<file path="config.mk">
export PLATFORM = sky130hd
export DESIGN_NAME = thermistor_table_interpolator
export DESIGN_NICKNAME = d
export VERILOG_FILES = /design/src/sv/tti_pkg.sv /design/src/sv/thermistor_table_interpolator.sv /design/src/sv/tti_div.sv
export SDC_FILE = /design/constraint.sdc
export NUM_CORES = 1
export LEC_CHECK = 0
export BUFFER_PORTS_ARGS = -buffer_cell sky130_fd_sc_hd__buf_2
export CAP_MARGIN = 20
export CELL_PAD_IN_SITES_DETAIL_PLACEMENT = 2
export CELL_PAD_IN_SITES_GLOBAL_PLACEMENT = 2
export CORE_ASPECT_RATIO = 0.5
export CORE_MARGIN = 8
export CORE_UTILIZATION = 39
export CTS_CLUSTER_SIZE = 10
export DETAILED_ROUTE_END_ITERATION = 6
export GPL_ROUTABILITY_DRIVEN = 0
export PLACE_DENSITY_LB_ADDON = 0.1
export SYNTH_ARGS = -nofsm -noshare
export SYNTH_HDL_FRONTEND = slang
export SYNTH_SLANG_ARGS = --single-unit
</file>
<file path="constraint.sdc">
create_clock -name clk -period 5.48 [get_ports clk]
set_clock_uncertainty 0.2 [all_clocks]
set_input_delay 1.37 -clock clk [delete_from_list [all_inputs] [get_ports clk]]
set_output_delay 1.37 -clock clk [all_outputs]
set_load 0.01 [all_outputs]
</file>
<file path="src/sv/tti_pkg.sv">
// Shared types, constants and the count table of the thermistor table interpolator.
`timescale 1ns / 1ps
package tti_pkg;

	localparam int ADC_W       = 16;
	localparam int TEMP_W      = 9;
	localparam int IDX_W       = 6;
	localparam int CNT_W       = 11;
	localparam int NUM_W       = 8;
	localparam int DEN_W       = 5;
	localparam int STEP_W      = 3;

	localparam logic [IDX_W-1:0]  LAST_IDX    = 6'd40;
	localparam logic [TEMP_W-1:0] BASE_TENTHS = 9'd100;
	localparam logic [TEMP_W-1:0] TOP_TENTHS  = 9'd500;

	// Request to the serial divider
	typedef struct packed {
		logic             start;
		logic [NUM_W-1:0] num;
		logic [DEN_W-1:0] den;
	} div_req_t;

	// Expected converter count at each whole degree from 10.0 up to 50.0
	function automatic logic [CNT_W-1:0] tti_count(input logic [IDX_W-1:0] i);
		logic [CNT_W-1:0] c;
		unique case (i)
			6'd0:  c = 11'd1487;
			6'd1:  c = 11'd1468;
			6'd2:  c = 11'd1448;
			6'd3:  c = 11'd1427;
			6'd4:  c = 11'd1407;
			6'd5:  c = 11'd1386;
			6'd6:  c = 11'd1365;
			6'd7:  c = 11'd1344;
			6'd8:  c = 11'd1323;
			6'd9:  c = 11'd1301;
			6'd10: c = 11'd1280;
			6'd11: c = 11'd1258;
			6'd12: c = 11'd1236;
			6'd13: c = 11'd1214;
			6'd14: c = 11'd1192;
			6'd15: c = 11'd1170;
			6'd16: c = 11'd1148;
			6'd17: c = 11'd1126;
			6'd18: c = 11'd1104;
			6'd19: c = 11'd1082;
			6'd20: c = 11'd1061;
			6'd21: c = 11'd1039;
			6'd22: c = 11'd1017;
			6'd23: c = 11'd996;
			6'd24: c = 11'd975;
			6'd25: c = 11'd953;
			6'd26: c = 11'd932;
			6'd27: c = 11'd912;
			6'd28: c = 11'd891;
			6'd29: c = 11'd871;
			6'd30: c = 11'd851;
			6'd31: c = 11'd831;
			6'd32: c = 11'd811;
			6'd33: c = 11'd792;
			6'd34: c = 11'd773;
			6'd35: c = 11'd754;
			6'd36: c = 11'd735;
			6'd37: c = 11'd717;
			6'd38: c = 11'd699;
			6'd39: c = 11'd682;
			6'd40: c = 11'd665;
			default: c = 11'd0;
		endcase
		return c;
	endfunction

endpackage

</file>
<file path="src/sv/thermistor_table_interpolator.sv">
// Top level: converter count to temperature by table scan and interpolation.
//
//  channel   | dir | payload                          | accepted when
//  s_*       | in  | s_tdata[15:0]  adc_counts        | s_tvalid & s_tready
//  m_*       | out | m_tdata[8:0]   temperature_tenths| m_tvalid & m_tready
//
// The scan steps through the table one entry per cycle (up to 41 entries), then
// the serial divider interpolates when the count falls between two entries. The
// scan uses a single 16-bit compare and the divider yields one quotient bit per cycle.
// s_tready is high only in the idle state.
// A finished result waits in the output register; the next item may be taken
// meanwhile and its result holds until that register is free.
// Reset clears all control state; no table or memory needs a clearing pass.
`timescale 1ns / 1ps
module thermistor_table_interpolator (
	input  logic        clk,
	input  logic        arst_n,
	input  logic        s_tvalid,
	output logic        s_tready,
	input  logic [15:0] s_tdata,   // [15:0] adc_counts
	output logic        m_tvalid,
	input  logic        m_tready,
	output logic [15:0] m_tdata    // [8:0] temperature_tenths, [15:9] zero
);
	import tti_pkg::*;

	typedef enum logic [1:0] {
		S_IDLE,
		S_SCAN,
		S_DIV,
		S_DONE
	} state_t;

	state_t             state_q;
	logic [ADC_W-1:0]   counts_q;
	logic [IDX_W-1:0]   idx_q;
	logic [TEMP_W-1:0]  base_q;
	logic [TEMP_W-1:0]  res_q;
	logic               m_tvalid_q;
	logic [TEMP_W-1:0]  m_tdata_q;

	logic [CNT_W-1:0]   tbl_cur;
	logic [CNT_W-1:0]   tbl_prev;
	logic               scan_go;
	logic [DEN_W-1:0]   diff;
	div_req_t           div_req;
	logic               div_done;
	logic [NUM_W-1:0]   div_quot;
	logic [TEMP_W-1:0]  base_nx;

	// Table reads at the current and the preceding entry
	assign tbl_cur  = tti_count(idx_q);
	assign tbl_prev = tti_count(IDX_W'(idx_q - 1'b1));

	// Keep scanning while the count is below the entry and the last entry is not reached
	assign scan_go = (idx_q != LAST_IDX) && (counts_q < {{(ADC_W-CNT_W){1'b0}}, tbl_cur});

	// Offset into the interval times ten, and the interval width
	assign diff          = DEN_W'(counts_q[CNT_W-1:0] - tbl_cur);
	assign div_req.num   = NUM_W'({diff, 3'b000}) + NUM_W'({diff, 1'b0});
	assign div_req.den   = DEN_W'(tbl_prev - tbl_cur);
	assign div_req.start = (state_q == S_SCAN) && !scan_go
	                       && (idx_q != '0) && (idx_q != LAST_IDX);

	assign base_nx = BASE_TENTHS + TEMP_W'({idx_q, 3'b000}) + TEMP_W'({idx_q, 1'b0});

	tti_div u_div (
		.clk    (clk),
		.arst_n (arst_n),
		.req    (div_req),
		.done   (div_done),
		.quot   (div_quot)
	);

	// Sequencer and output register
	always_ff @(posedge clk or negedge arst_n) begin
		if (!arst_n) begin
			state_q    <= S_IDLE;
			m_tvalid_q <= 1'b0;
			idx_q      <= '0;
		end else begin
			// Drop the taken item unless a new one replaces it
			if (m_tvalid_q && m_tready && (state_q != S_DONE)) begin
				m_tvalid_q <= 1'b0;
			end
			unique case (state_q)
				S_IDLE: begin
					if (s_tvalid) begin
						counts_q <= s_tdata;
						idx_q    <= '0;
						state_q  <= S_SCAN;
					end
				end
				S_SCAN: begin
					if (scan_go) begin
						idx_q <= IDX_W'(idx_q + 1'b1);
					end else if (idx_q == '0) begin
						res_q   <= BASE_TENTHS;
						state_q <= S_DONE;
					end else if (idx_q == LAST_IDX) begin
						res_q   <= TOP_TENTHS;
						state_q <= S_DONE;
					end else begin
						base_q  <= base_nx;
						state_q <= S_DIV;
					end
				end
				S_DIV: begin
					if (div_done) begin
						res_q   <= TEMP_W'(base_q - TEMP_W'(div_quot));
						state_q <= S_DONE;
					end
				end
				S_DONE: begin
					// Hold until the output register is free
					if (!m_tvalid_q || m_tready) begin
						m_tdata_q  <= res_q;
						m_tvalid_q <= 1'b1;
						state_q    <= S_IDLE;
					end
				end
				default: state_q <= S_IDLE;
			endcase
		end
	end

	assign s_tready = (state_q == S_IDLE);
	assign m_tvalid = m_tvalid_q;
	assign m_tdata  = {{(16-TEMP_W){1'b0}}, m_tdata_q};

	a_done_in_div: assert property (@(posedge clk) disable iff (!arst_n)
		div_done |-> state_q == S_DIV)
		else $error("divider result outside divide state");
	a_frac_range: assert property (@(posedge clk) disable iff (!arst_n)
		div_done |-> div_quot < NUM_W'(10))
		else $error("interpolation fraction out of range");
	a_idx_range: assert property (@(posedge clk) disable iff (!arst_n)
		state_q == S_SCAN |-> idx_q <= LAST_IDX)
		else $error("scan index beyond table");
	a_result_range: assert property (@(posedge clk) disable iff (!arst_n)
		m_tvalid_q |-> (m_tdata_q >= BASE_TENTHS) && (m_tdata_q <= TOP_TENTHS))
		else $error("temperature out of range");

endmodule

</file>
<file path="src/sv/tti_div.sv">
// Restoring serial divider, one quotient bit per cycle.
`timescale 1ns / 1ps
module tti_div (
	input  logic                      clk,
	input  logic                      arst_n,
	input  tti_pkg::div_req_t         req,
	output logic                      done,
	output logic [tti_pkg::NUM_W-1:0] quot
);
	import tti_pkg::*;

	logic              busy_q;
	logic              done_q;
	logic [STEP_W-1:0] step_q;
	logic [NUM_W-1:0]  num_q;
	logic [DEN_W-1:0]  den_q;
	logic [DEN_W-1:0]  rem_q;
	logic [DEN_W:0]    rem_sh;
	logic              ge;

	// Shift in the next numerator bit and trial-subtract
	assign rem_sh = {rem_q, num_q[NUM_W-1]};
	assign ge     = rem_sh >= {1'b0, den_q};

	always_ff @(posedge clk or negedge arst_n) begin
		if (!arst_n) begin
			busy_q <= 1'b0;
			done_q <= 1'b0;
			step_q <= '0;
		end else begin
			// Flag completion on the last quotient bit
			done_q <= !req.start && busy_q && (step_q == STEP_W'(NUM_W - 1));
			if (req.start) begin
				busy_q <= 1'b1;
				step_q <= '0;
				num_q  <= req.num;
				den_q  <= req.den;
				rem_q  <= '0;
			end else if (busy_q) begin
				rem_q  <= ge ? DEN_W'(rem_sh - {1'b0, den_q}) : DEN_W'(rem_sh);
				num_q  <= {num_q[NUM_W-2:0], ge};
				step_q <= STEP_W'(step_q + 1'b1);
				if (step_q == STEP_W'(NUM_W - 1)) begin
					busy_q <= 1'b0;
				end
			end
		end
	end

	assign done = done_q;
	assign quot = num_q;

	a_no_start_busy: assert property (@(posedge clk) disable iff (!arst_n)
		req.start |-> !busy_q)
		else $error("divider started while busy");
	a_done_after_last: assert property (@(posedge clk) disable iff (!arst_n)
		done_q |-> $past(busy_q) && !busy_q)
		else $error("divider done without finishing");
	a_zero_den: assert property (@(posedge clk) disable iff (!arst_n)
		req.start |-> req.den != '0)
		else $error("divider started with zero divisor");

endmodule

</file>
# Word-level counts from Yosys, hierarchy flattened
# Memories as Yosys holds them, arrays and structs flattened.
# Index checks and enable logic that the tools add are counted.
[totals] regBits=75 latchBits=0 mem_bits_rw=0 romBits=1408 inputBits=20 memories=2
[classes] n_addsub=10 mul=0 div=0 order_cmp=2 eq_ne=13 shifts=0 n_mux=27 bitwise_logic=3 reduce_logical=26
[memory_table] memory="(name not given)" depth=64 word_bits=11 rd=1 rd_clocked_by_memory_dff=0 wr=0 line_no="tti_pkg.sv:27" rtl="unique case (i)"
[memory_table] memory="(name not given)" depth=64 word_bits=11 rd=1 rd_clocked_by_memory_dff=0 wr=0 line_no="tti_pkg.sv:27"
[op_table] cell="9-bit two-way mux" n=4
[op_table] cell="9-bit one-hot mux with 2 select lines" n=1
[op_table] cell="16-bit by 11-bit < comparator with 1-bit output" n=1
[op_table] cell="8-bit two-way mux" n=2
[op_table] cell="5-bit subtractor" n=3
[op_table] cell="6-bit two-way mux" n=2
[op_table] cell="6-bit one-hot mux with 2 select lines" n=1
[op_table] cell="5-bit two-way mux" n=2
[op_table] cell="2-bit != test (second input constant)" n=5
[op_table] cell="5-bit AND reduction" n=2
[op_table] cell="7-bit by 9-bit adder with 9-bit output (first input constant)" n=1
[op_table] cell="9-bit by 7-bit adder with 9-bit output" n=1
[op_table] cell="3-bit AND reduction" n=3
[op_table] cell="9-bit by 8-bit subtractor with 9-bit output" n=1
[op_table] cell="8-bit by 6-bit adder with 8-bit output" n=1
[op_table] cell="1-bit logical AND" n=8
[op_table] cell="1-bit two-way mux" n=8
[op_table] cell="2-bit two-way mux" n=4
[op_table] cell="2-bit one-hot mux with 4 select lines" n=1
[op_table] cell="6-bit by 1-bit adder with 6-bit output (second input constant)" n=1
[op_table] cell="6-bit equality test (second input constant)" n=1
[op_table] cell="6-bit by 5-bit greater-or-equal comparator with 1-bit output" n=1
[op_table] cell="6-bit zero test" n=1
[op_table] cell="3-bit two-way mux" n=2
[op_table] cell="other kinds (16)" n=24

# Depth between registers and ports, before layout
# An unclocked memory read counts as a cell.
[logic_depth] word_depth=10 mapped_depth=22 ltp_nobuf=21

# Hierarchy
# A second synthesis with hierarchy kept.
[unflattened] cells_unflattened=581 hier_area_um2=5650.4
[by_module_without_submodules] module="thermistor_table_interpolator" instances=1 cells_each=482 area_each_um2=4403.0 seq_area_each_um2=1486.4
[by_module_without_submodules] module="tti_div" instances=1 cells_each=99 area_each_um2=1247.4 seq_area_each_um2=665.6

# Worst setup path after synthesis
# OpenSTA, ideal clock, no wires.
[synth_timing] path_kind="register -> register" startpoint="register idx_q[0]" endpoint="register res_q[0], enable pin" setup_time_ns=0.390 t_arrival_ns=4.115 setup_slack_ns=0.776 stages_incl_launch_ff=18 n_path_buf=2 period_less_slack_ns=4.704 path_cell_list="dfrtp_1 clkbuf_1 inv_1 ha_1 clkbuf_1 a211oi_1 a21oi_1 nor2_1 a31oi_1 o22ai_1 ha_1 fa_1 nor2b_1 o31a_1 o21ai_2 nand3_4 nand2_1 a211oi_1"
[synth_between] elab_chain_len=5 word_cells_on_any_way=9 cone_classes="order compare: 1; eq/ne: 4; reduce/logical: 3; memory: 1"
[synth_lines] item="start, declared" line_no="thermistor_table_interpolator.sv:36" rtl="logic [IDX_W-1:0] idx_q;"
[synth_lines] item="start signal, assigned" line_no="thermistor_table_interpolator.sv:96" rtl="idx_q <= IDX_W'(idx_q + 1'b1);"
[synth_lines] item="memory 64 x 11 bit"
[synth_lines] item="16-bit by 11-bit < comparator with 1-bit output" line_no="thermistor_table_interpolator.sv:56" rtl="assign scan_go = (idx_q != LAST_IDX) && (counts_q < {{(ADC_W-CNT_W){1'b0}}, tbl_cur});"
[synth_lines] item="1-bit logical AND" line_no="thermistor_table_interpolator.sv:56"
[synth_lines] item="2-bit != test (no line)"
[synth_lines] item="5-bit AND reduction (no line) (*)"
[synth_lines] item="end signal, assigned" line_no="thermistor_table_interpolator.sv:110" rtl="res_q <= TEMP_W'(base_q - TEMP_W'(div_quot));"
[synth_lines] item="end, declared" line_no="thermistor_table_interpolator.sv:38" rtl="logic [TEMP_W-1:0] res_q;"
# Every way passes the cells marked *; elsewhere a longest branch is shown, timed or not.
# A chain may end at the register's enable or synchronous reset.

# Worst setup path after layout
[layout_timing] startpoint="register idx_q[1]" endpoint="register u_div.num_q[7], in the netlist u_div.quot[7], data pin"
[layout_between] elab_chain_len=8 word_cells_on_any_way=12 cone_classes="add/sub: 2; order compare: 1; eq/ne: 1; mux: 1; reduce/logical: 6; memory: 1"
[layout_lines] item="branches (longest 7 deep; another with memory 64 x 11 bit)"
[layout_lines] item="8-bit two-way mux (*)" line_no="tti_div.sv:33" rtl="if (req.start) begin"
[layout_lines] item="end signal, assigned" line_no="tti_div.sv:36" rtl="num_q <= req.num;"
[layout_lines] item="end signal, assigned" line_no="tti_div.sv:41" rtl="num_q <= {num_q[NUM_W-2:0], ge};"
[layout_lines] item="end, declared" line_no="tti_div.sv:15" rtl="logic [NUM_W-1:0] num_q;"
# Mark *: on every way between the ends.

==> results.md <==
• switching share of power: 46.2%
• number of placement rows: 31
• Area Overhead vs Synth: 11.1%
• sum of net half-perimeters after detailed placement: 13.1 mm
• antenna viol nets, final: 0
• antenna violations before repair: 0
• DR vias/cell: 5.63
• overall die area: 18,900 um2
• worst path required time: 5.37 ns
• most common cell type on the critical path: sky130_fd_sc_hd__inv_1
• category of the most critical setup path: reg2reg
• Power, Total: 3.63 mW
• fin nets: 705
• path type of the worst min-delay path: reg2reg
• CP Max Fanout: 13
• vias post-DR: 4,641
• setup slack on the worst flop-to-flop path: 0.74 ns
• relative max-transition margin: 37.3%
• total power per unit cell area: 577 nW/um2
• Congestion Overflow GR: 0
• most common flop cell mapped by yosys: sky130_fd_sc_hd__edfxtp_1
• ant diodes: 0
• CTS buffer count: 9
• standby leakage power: 2.61 nW
• CTS Root Cell: sky130_fd_sc_hd__clkbuf_16
• average wire per standard cell: 21.4 um
• number of input and output port buffers inserted: 30
• maximum achievable frequency: 0.211 GHz
• endpoint class of the critical path: flip-flop
• Detail Route met2 WL: 8.08 mm
• wire length on met1: 8.72 mm
• Mapped Cells: 598
• DRT Wirelength: 17.6 mm
• run status: finished clean
• number of global-route vias before repair: 5,076
• vertical die dimension: 101 um
• hold-fix buffer count after cts: 0
• TritonCTS clock tree: done
• final hold violation count: 0
• count of flip-flops with a built-in enable after synthesis: 60
• Clk network pwr share: 15.2%
• core area: 14,300 um2
• net switching power figure: 1.68 mW
• combinational cell fraction of total power: 59.4%
• largest net degree at the start of global routing: 36
• layout cell share with drive strength beyond 1: 11.8%
• DR DRC count: 0
• unrepaired setup endpoints after global routing: false
• register bit count reported by yosys: 74
• critical path's slowest cell: sky130_fd_sc_hd__fa_1
• CTS sink cnt: 74
• final-layout fill cell count: 1,537
• Slowest Stage Delay on Critical Path: 0.50 ns
• Crit path arrival time: 4.63 ns
• max-slew violation count: 0
• length of routed met3 wiring: 535 um
• proportion of synthesized flip-flops having asynchronous set or reset: 18.9%
• count of instances resized after the clock tree is built: 0
• type of element launching the critical path: flip-flop
• Tot GR Track Use: 19.0%
• Seq pwr share: 25.4%
• cell-by-cell listing of the critical path: inv_1 > ha_1 > buf_4 > nor2b_1 > o41ai_1 > buf_4 > inv_1 > ha_1 > nor2b_1 > o21ai_0 > a21boi_0 > nor2_1 > inv_1 > fa_1 > inv_1 > a21oi_1 > nor3_1 > xnor2_1 > a21oi_1
• first-pass GRT wire length: 28.5 mm
• cell internal pwr: 1.95 mW
• cell area after synthesis: 5660 um2
• H-tree levels: 3
• length of the first detailed-routing pass in iterations: 4
• minimum period implied by the final worst setup slack: 4.74 ns
• die width: 186 um
• worst-case clock buffer depth: 2
• top metal layer carrying routed signals: met4
• post-synthesis sequential area ratio: 38.0%
• distinct cell type count after synthesis: 72
• IR drop worst, VDD: 0.222 mV
• total negative slack: 0 ns
• Syn. warnings: 0
• buffers inserted by post-CTS timing repair: 0
• starting density of the core: 39.6%
• Worst Tran Pin Value: 0.939 ns
• later-pin clock latency in the skew report: 0.34 ns
• ratio of final minimum period to clock period: 86.5%
• Reg clk slew, reported paths: 0.06 ns
• mean post-synth cell area: 9.47 um2
• max-capacitance violation count: 0
• Top Ports: 38
• number of design-rule violations left by the first detailed-router iteration: 224
• # setup viols final: 0
==> through the flow <==
| step | util, % | setup WS, ns | cells | hold slack [ns] | cell area [um2] |
|---|---|---|---|---|---|
| final | 44.0 | 0.738 | 825 | 0.219 | 6290 |
| after global routing | 44.0 | 0.415 | 825 | 0.231 | 6290 |
| after CTS | 44.0 | 0.675 | 825 | 0.221 | 6290 |
| after detailed placement | 42.1 | 0.817 | 809 | 0.207 | 6020 |
| after global placement | 42.1 | 1.14 | 809 | 0.200 | 6020 |
| after floorplan | - | 0.776 | 604 | 0.200 | 5680 |
==> power by group through the flow <==
stage               registers, mW  logic (mW)  clock network [mW]
floorplan                   0.897        1.49                   0
global placement            0.923        2.01                   0
detailed placement          0.934        2.11                   0
CTS                         0.924        2.16               0.560
global route                0.940        2.38               0.583
finish                      0.924        2.16               0.553
==> layout make-up <==
cell class                 instances  area [um2]  share of cell area (%)
multi-input combinational        437        3150                    50.1
sequential                        74        2150                    34.2
timing repair buffer              45         263                    4.18
tap                              198         248                    3.94
clock buffer                      10         229                    3.64
inverter                          55         206                    3.28
clock inverter                     6        41.3                   0.656
==> kinds of logic after synthesis <==
family,synth area share [%]
flops,38.0
xor+xnor,3.71
compound gates,20.2
fa+ha+maj,14.7
buf+inv,6.70
other cells,0.0662
mux,2.54
simple gates,14.1
==> synth_stat cells, drive strengths merged (3+ instances only) <==
library cell	count	area share [%]
a2111oi	3	0.57
a211o	6	0.93
a211oi	13	1.8
a21boi	5	0.66
a21o	7	0.93
a21oi	43	3.8
a311o	4	0.71
a31oi	4	0.44
a32oi	4	0.62
and2	4	0.44
and3	8	0.88
buf	11	1.3
clkbuf	27	1.8
dfrtp	14	6.2
edfxtp	60	32
fa	6	2.1
ha	57	13
inv	53	3.5
mux2	3	0.60
mux2i	11	1.9
nand2	43	2.9
nand3	9	1.0
nand4	7	0.77
nor2	49	3.2
nor2b	8	0.88
nor3	11	1.2
nor3b	3	0.49
o211ai	8	1.1
o21a	7	0.93
o21ai	40	3.6
o21bai	3	0.40
o22ai	5	0.55
o41ai	4	0.62
xnor2	16	2.5
xor2	8	1.2
==> per-layer routing <==
layer | global-route usage (%) | vias up
met1 | 25.0 | 2331
met5 | 0 | -
met3 | 3.64 | 27
li1 | - | 2212
met4 | 5.56 | 0
met2 | 31.7 | 71
==> path summary, 6_finish.rpt <==
path	startpoint	to	cells after the start
min	res_q[5]	m_tdata_q[5]	0
max in group asynchronous	arst_n	state_q[1]	1
min in group asynchronous	arst_n	u_div.busy_q	1
max	idx_q[1]	u_div.quot[7]	19
min reg2reg	res_q[5]	m_tdata_q[5]	0
max reg2reg	idx_q[1]	u_div.quot[7]	19
==> layout by cell type (no fill, tap or decap), types with 5 or more instances in the layout <==
cell / n
sky130_fd_sc_hd__edfxtp_1: 60
sky130_fd_sc_hd__ha_1: 57
sky130_fd_sc_hd__inv_1: 52
sky130_fd_sc_hd__nor2_1: 49
sky130_fd_sc_hd__nand2_1: 43
sky130_fd_sc_hd__a21oi_1: 43
sky130_fd_sc_hd__o21ai_0: 38
sky130_fd_sc_hd__buf_2: 30
sky130_fd_sc_hd__xnor2_1: 16
sky130_fd_sc_hd__buf_4: 15
sky130_fd_sc_hd__dfrtp_1: 14
sky130_fd_sc_hd__a211oi_1: 12
sky130_fd_sc_hd__mux2i_1: 11
sky130_fd_sc_hd__nor3_1: 10
sky130_fd_sc_hd__clkbuf_16: 9
sky130_fd_sc_hd__o211ai_1: 8
sky130_fd_sc_hd__xor2_1: 8
sky130_fd_sc_hd__and3_1: 8
sky130_fd_sc_hd__nor2b_1: 8
sky130_fd_sc_hd__nand3_1: 8
sky130_fd_sc_hd__nand4_1: 7
sky130_fd_sc_hd__a21o_1: 7
sky130_fd_sc_hd__o21a_1: 7
sky130_fd_sc_hd__conb_1: 7
sky130_fd_sc_hd__a211o_1: 6
sky130_fd_sc_hd__fa_1: 6
sky130_fd_sc_hd__o22ai_1: 5
sky130_fd_sc_hd__a21boi_0: 5
==> critical path, delay by kind of cell, from the launching register on <==
| kind | cells | cell delay, ns |
|---|---|---|
| xor+xnor | 1 | 0.16 |
| flops | 1 | 0.38 |
| buf+inv | 6 | 0.94 |
| simple gates | 4 | 0.80 |
| compound gates | 5 | 0.94 |
| fa+ha+maj | 3 | 1.06 |
==> flip-flops by register name, summed over array words and instances, names as in the netlist <==
| register | flops |
|---|---|
| m_tvalid | 1 |
| u_div.busy_q | 1 |
| u_div.den_q | 5 |
| u_div.quot | 8 |
| idx_q | 6 |
| u_div.rem_q | 5 |
| counts_q | 16 |
| base_q | 8 |
| u_div.step_q | 3 |
| m_tdata_q | 9 |
| u_div.done | 1 |
| state_q | 2 |
| res_q | 9 |
Power figures use the tool's default switching activity.
